<file path="src/design/pgm_pkg.sv">
// Shared types and constants for the Prewitt gradient magnitude block.
// No dependencies; imported by pgm_ctrl, pgm_isqrt, pgm_datapath and the top level.
`default_nettype none

package pgm_pkg;

    localparam int MAX_WIDTH_DEF = 2048;

    localparam int PIX_W    = 8;
    localparam int FW_W     = 12;
    localparam int FH_W     = 16;
    localparam int GRAD_W   = 11;
    localparam int SUM_W    = 10;
    localparam int ROOT_W   = 11;
    localparam int SQ_W     = 21;
    localparam int ITER_W   = 4;
    localparam int CFG_IDX_W  = 8;
    localparam int CFG_DATA_W = 16;
    localparam int OUT_DATA_W = 40;

    localparam logic [FW_W-1:0] FRAME_WIDTH_RST  = 12'd640;
    localparam logic [FH_W-1:0] FRAME_HEIGHT_RST = 16'd480;

    localparam logic [CFG_IDX_W-1:0] REG_FRAME_WIDTH  = 8'd0;
    localparam logic [CFG_IDX_W-1:0] REG_FRAME_HEIGHT = 8'd1;

    typedef struct packed {
        logic accept;
        logic window_step;
        logic grad_load;
        logic root_start;
        logic out_load;
    } pgm_cmd_t;

    typedef struct packed {
        logic produce;
        logic root_busy;
        logic out_free;
    } pgm_status_t;

endpackage

`default_nettype wire

</file>
<file path="src/design/pgm_ctrl.sv">
// Sequencer for the Prewitt block: accepts one pixel, steps the datapath through
// window update, gradients, square root and output load. Depends on pgm_pkg.
`default_nettype none

module pgm_ctrl (
    input  wire                 aclk,
    input  wire                 aresetn,
    input  wire                 s_tvalid,
    output logic                s_tready,
    input  wire pgm_pkg::pgm_status_t status,
    output pgm_pkg::pgm_cmd_t   cmd
);
    import pgm_pkg::*;

    localparam logic [2:0] S_IDLE = 3'd0;
    localparam logic [2:0] S_WIN  = 3'd1;
    localparam logic [2:0] S_GRAD = 3'd2;
    localparam logic [2:0] S_SQR  = 3'd3;
    localparam logic [2:0] S_ROOT = 3'd4;
    localparam logic [2:0] S_OUT  = 3'd5;

    logic [2:0] state_reg;
    logic [2:0] state_next;

    always_ff @(posedge aclk) begin
        if (!aresetn) begin
            state_reg <= S_IDLE;
        end else begin
            state_reg <= state_next;
        end
    end

    always_comb begin
        state_next = state_reg;
        cmd        = '0;
        s_tready   = 1'b0;
        unique case (state_reg)
            S_IDLE: begin
                s_tready = 1'b1;
                if (s_tvalid) begin
                    cmd.accept = 1'b1;
                    state_next = S_WIN;
                end
            end
            S_WIN: begin
                cmd.window_step = 1'b1;
                state_next = status.produce ? S_GRAD : S_IDLE;
            end
            S_GRAD: begin
                cmd.grad_load = 1'b1;
                state_next = S_SQR;
            end
            S_SQR: begin
                cmd.root_start = 1'b1;
                state_next = S_ROOT;
            end
            S_ROOT: begin
                if (!status.root_busy) begin
                    state_next = S_OUT;
                end
            end
            S_OUT: begin
                if (status.out_free) begin
                    cmd.out_load = 1'b1;
                    state_next = S_IDLE;
                end
            end
            default: begin
                state_next = S_IDLE;
            end
        endcase
    end

    a_no_overwrite: assert property (@(posedge aclk) disable iff (!aresetn)
        cmd.out_load |-> status.out_free)
        else $error("output word loaded while still occupied");

    a_accept_then_step: assert property (@(posedge aclk) disable iff (!aresetn)
        cmd.accept |=> cmd.window_step)
        else $error("window step did not follow accepted pixel");

    a_wait_root: assert property (@(posedge aclk) disable iff (!aresetn)
        (state_reg == S_ROOT && status.root_busy) |=> (state_reg == S_ROOT))
        else $error("left root wait while unit busy");

endmodule

`default_nettype wire

</file>
<file path="config.mk">
export PLATFORM = sky130hd
export DESIGN_NAME = pgm_ctrl
export DESIGN_NICKNAME = d
export VERILOG_FILES = /design/src/design/pgm_pkg.sv /design/src/design/pgm_ctrl.sv
export SDC_FILE = /design/constraint.sdc
export NUM_CORES = 1
export LEC_CHECK = 0
export BUFFER_PORTS_ARGS = -buffer_cell sky130_fd_sc_hd__buf_2
export CAP_MARGIN = 20
export CORE_AREA = 3 3 40 42
export CTS_CLUSTER_SIZE = 20
export DETAILED_ROUTE_END_ITERATION = 16
export DIE_AREA = 0 0 43 45
export PLACE_DENSITY_LB_ADDON = 0.15
export SYNTH_ARGS = -nofsm -noshare
export SYNTH_HDL_FRONTEND = slang
export SYNTH_SLANG_ARGS = --single-unit
</file>
<file path="constraint.sdc">
create_clock -name aclk -period 1.64 [get_ports aclk]
set_input_delay 0.082 -clock aclk [delete_from_list [all_inputs] [get_ports aclk]]
set_output_delay 0.082 -clock aclk [all_outputs]
set_load 0.01 [all_outputs]
</file>
==> results.md <==
Place:
- The area of placed instances is 258 um2.
- Port buffering added 11 buffers.
- The final RePlAce weighted congestion is 0.605.
- After detailed placement, the design holds a cell count of 49.

Clocking:
- The TritonCTS clock tree is done.
- The maximum count of clock buffers along a single path is 2.
- The maximum level of the CTS H-tree is 1.
- The total number of clock tree sinks is 3.
- The total CTS buffers is 3.
- The root buffer selected by CTS is sky130_fd_sc_hd__clkbuf_4.
- The count of cells resized by post-cts repair is 0.
- The total of hold buffers inserted after clock tree synthesis is 0.
- Post-CTS timing repair inserted 0 buffers for setup.
- For the worst-skew pair, the clock arrives at the later sink with an insertion delay of 0.23 ns.
- The clock slew seen by the registers of the worst setup and hold paths is 0.04 ns.

Yosys:
- The number of instances in the synthesized netlist is 25.
- The netlist area before placement is 203 um2.
- The top cell type by total area after synthesis is sky130_fd_sc_hd__dfxtp_1.
- The mean instance size in the synthesized netlist is 8.11 um2.
- Counting flops and latches in the post-synthesis netlist gives 3.
- The share of the Yosys chip area taken by registers is 29.6%.
- The number of nets in the synthesized netlist is 31.
- Among all cell types in the netlist, the one instantiated most often is sky130_fd_sc_hd__dfxtp_1.
- Yosys attributes the largest share of cell area to sky130_fd_sc_hd__dfxtp_1, sky130_fd_sc_hd__nor3b_1, sky130_fd_sc_hd__and2_1, sky130_fd_sc_hd__nand2b_1, sky130_fd_sc_hd__buf_6.
- The commonest cells after synthesis are sky130_fd_sc_hd__dfxtp_1, sky130_fd_sc_hd__a21oi_1, sky130_fd_sc_hd__and2_1, sky130_fd_sc_hd__nand2b_1, sky130_fd_sc_hd__nor3b_1.
- The Yosys step of the flow raised 0 warnings.
- Among all flip-flop cells after synthesis, the most frequent one is sky130_fd_sc_hd__dfxtp_1.
- Counting distinct cell types in the post-synthesis netlist gives 19.
- Of all flip-flops after synthesis, the portion carrying an async set or reset was 0%.
- The top cell type by area accounts for 29.6% of the synthesized area.
- Counting flops with a built-in enable in the synthesized netlist gives 0.

Layout:
- In the final design database the tool counted 45 nets.
- The repair_antennas step left the layout with diodes totalling 0.
- The final cell count without fillers is 53.
- The number of flip-flops in the largest register is 3.
- The area growth from synthesis to layout is 40.1%.
- The number of fill cells in the layout is 161.
- The multi-input logic area is 120 um2.
- The finished cells cover 284 um2.
- In the final layout, flip-flops and latches occupy 60.1 um2.
- The post-route netlist has 39.5% of its cells at a drive strength greater than 1.

Timing:
- Summed over all failing endpoints, the final setup total negative slack is 0 ns.
- The max-slew violation count is 0.
- Setup violations remaining at the end of the flow were counted as 0.
- Final hold analysis gives a worst-case slack of 0.0909 ns.
- The share of the clock period used by the worst path is 79.1%.
- The smallest clock period supported by the final layout is computed as 1.30 ns.
- The normalized max-slew margin is 82.0%.
- The final count of hold timing violations is 0.
- The clock skew after layout is 0.00276 ns.
- Setup repair after global routing left no endpoint under its margin.
- The upper clock frequency limit is 771 MHz.
- For the pin with the worst max-slew slack, the measured transition is 0.270 ns.

Critical path:
- The maximum single-stage delay on the critical path is 0.43 ns.
- The kind of critical path is reg2out.
- The signal on the critical path passes through and2b_1 -> and3_2 -> buf_2.
- The gate family responsible for the most delay along the worst path is simple AND/OR/NAND/NOR gates.
- On the critical path, the stage with the largest delay is an instance of sky130_fd_sc_hd__dfxtp_1.
- STA classifies the critical path endpoint as an output port.
- The endpoint identified for the worst register-to-register timing path is state_reg[0].
- The worst register-to-register path begins at state_reg[2].
- The setup slack of the worst register-to-register path is 0.54 ns.
- The worst path buffer plus inverter count is 1.
- The worst reg2reg path depth is 3.
- Of all nets on the critical path, the largest fanout is 8.
- STA classifies the critical path startpoint as a flop.
- STA puts the critical path data required time at 1.56 ns.
- The signal arrival time at the worst endpoint is 1.22 ns.

Global route:
- The initial antenna violation count is 0.
- The total overflow left after global routing is 0.
- The first global-routing pass estimated 869 um of wire.
- The pin count of the biggest net entering global routing is 10.
- The via count of the first global-routing pass is 209.
- Global routing consumed, over all layers together, 6.16% of the routing resources.

Floorplan:
- The floorplan has 13 rows.
- 12 I/O pins were placed.
- For this configuration, the core starts out at a cell density of 15.8%.
- The die is 43 um wide.
- The core region is 1280 um2.
- The y dimension of the die is 45 um.
- The floorplan step defined a die boundary enclosing 1940 um2.

Route:
- For this run, the detailed router's first-pass iteration total came to 4.
- The average wire length per cell after detail routing is 9.28 um.
- The post-detailed-route DRC marker count is 0.
- In the routed layout, each cell is associated on average with a via count of 4.06.
- The overall via count from detail_route is 215.
- The number of violations reported at the end of detailed-routing iteration 0 is 2.
- For this block, the routed nets add up to 492 um of wire.
- Once detail routing completed, the nets flagged for antenna violations numbered 0.

Power:
- Dividing total power by cell area gives a power density of 905 nW/um2.
- VDD sags by at most 0.000426 V.
- In this run the static leakage power is 0.136 nW.

Worst hold path:
- The worst hold path passes through 2 cells.
- The worst hold path terminates at state_reg[2].
- The critical hold path startpoint is aresetn.
- The worst hold path belongs to the class in2reg.

Outcome:
- The run finished with clean final reports.

Run:
- The number of max-capacitance violations reported is 0.
## metal layers
layer / GRT usage [%] / up-vias / part of all wire [%]
li1: - / 114 / -
met1: 6.73 / 92 / 48
met2: 9.28 / 9 / 40
met3: 4.78 / 0 / 12
met4: 1.81 / 0 / 0
met5: 0 / - / 0
## worst max path at each step
stage / start / endpoint / slack, ns / cells past startpoint
6_report: state_reg[1] / cmd[0] / 0.34 / 3
5_1_grt: state_reg[1] / cmd[0] / 0.25 / 3
4_1_cts: state_reg[1] / cmd[0] / 0.32 / 3
3_5_place_dp: state_reg[2] / state_reg[0] / 0.53 / 3
3_3_place_gp: state_reg[2] / state_reg[0] / 0.53 / 3
2_1_floorplan: state_reg[0] / cmd[4] / 0.57 / 3
## stage by stage
step / util (%) / setup WS, ns / power (mW)
floorplan: - / 0.574 / 0.112
global placement: 20.1 / 0.535 / 0.129
detailed placement: 20.1 / 0.528 / 0.129
CTS: 22.1 / 0.321 / 0.267
global route: 22.1 / 0.248 / 0.280
finish: 22.1 / 0.343 / 0.257
## cell type report
| class | instances | area share (%) |
|---|---|---|
| timing repair buffer | 11 | 19.4 |
| inverter | 1 | 1.32 |
| sequential | 3 | 21.1 |
| clock buffer | 4 | 9.25 |
| multi-input combinational | 19 | 42.3 |
| tap | 15 | 6.61 |
## report_power, final
part           switching [mW]  total [mW]  internal [mW]  leakage (nW)
Clock                  0.0389       0.130         0.0912        0.0150
Combinational          0.0186      0.0413         0.0227        0.0968
Sequential            0.00815      0.0857         0.0776        0.0245
Total                  0.0657       0.257          0.191         0.136
## cell usage in the layout (no fill, tap or decap)
cell type and count:
sky130_fd_sc_hd__clkbuf_1 1, sky130_fd_sc_hd__o21ai_0 1, sky130_fd_sc_hd__nand2b_1 2, sky130_fd_sc_hd__nand2_1 1, sky130_fd_sc_hd__o21a_1 1, sky130_fd_sc_hd__o311a_1 1, sky130_fd_sc_hd__and2_1 2, sky130_fd_sc_hd__and2b_1 1
sky130_fd_sc_hd__dfxtp_1 3, sky130_fd_sc_hd__buf_2 11, sky130_fd_sc_hd__and3_2 1, sky130_fd_sc_hd__and3_1 1, sky130_fd_sc_hd__a21oi_1 2, sky130_fd_sc_hd__clkbuf_4 3, sky130_fd_sc_hd__nor3_1 1, sky130_fd_sc_hd__a211oi_1 1
sky130_fd_sc_hd__nor2b_1 1, sky130_fd_sc_hd__inv_1 1, sky130_fd_sc_hd__nor2_1 1, sky130_fd_sc_hd__nor3b_1 2
## cell families (layout without fill, tap and decap cells)
kind of cell           after synthesis  count (layout)  share of synthesized area (%)
and+or+nand+nor                     13              13                           39.5
buffers and inverters                3              16                           11.1
DFF                                  3               3                           29.6
AOI/OAI and AO/OA                    6               6                           19.8
No activity file was read; power rests on OpenSTA's default activity.
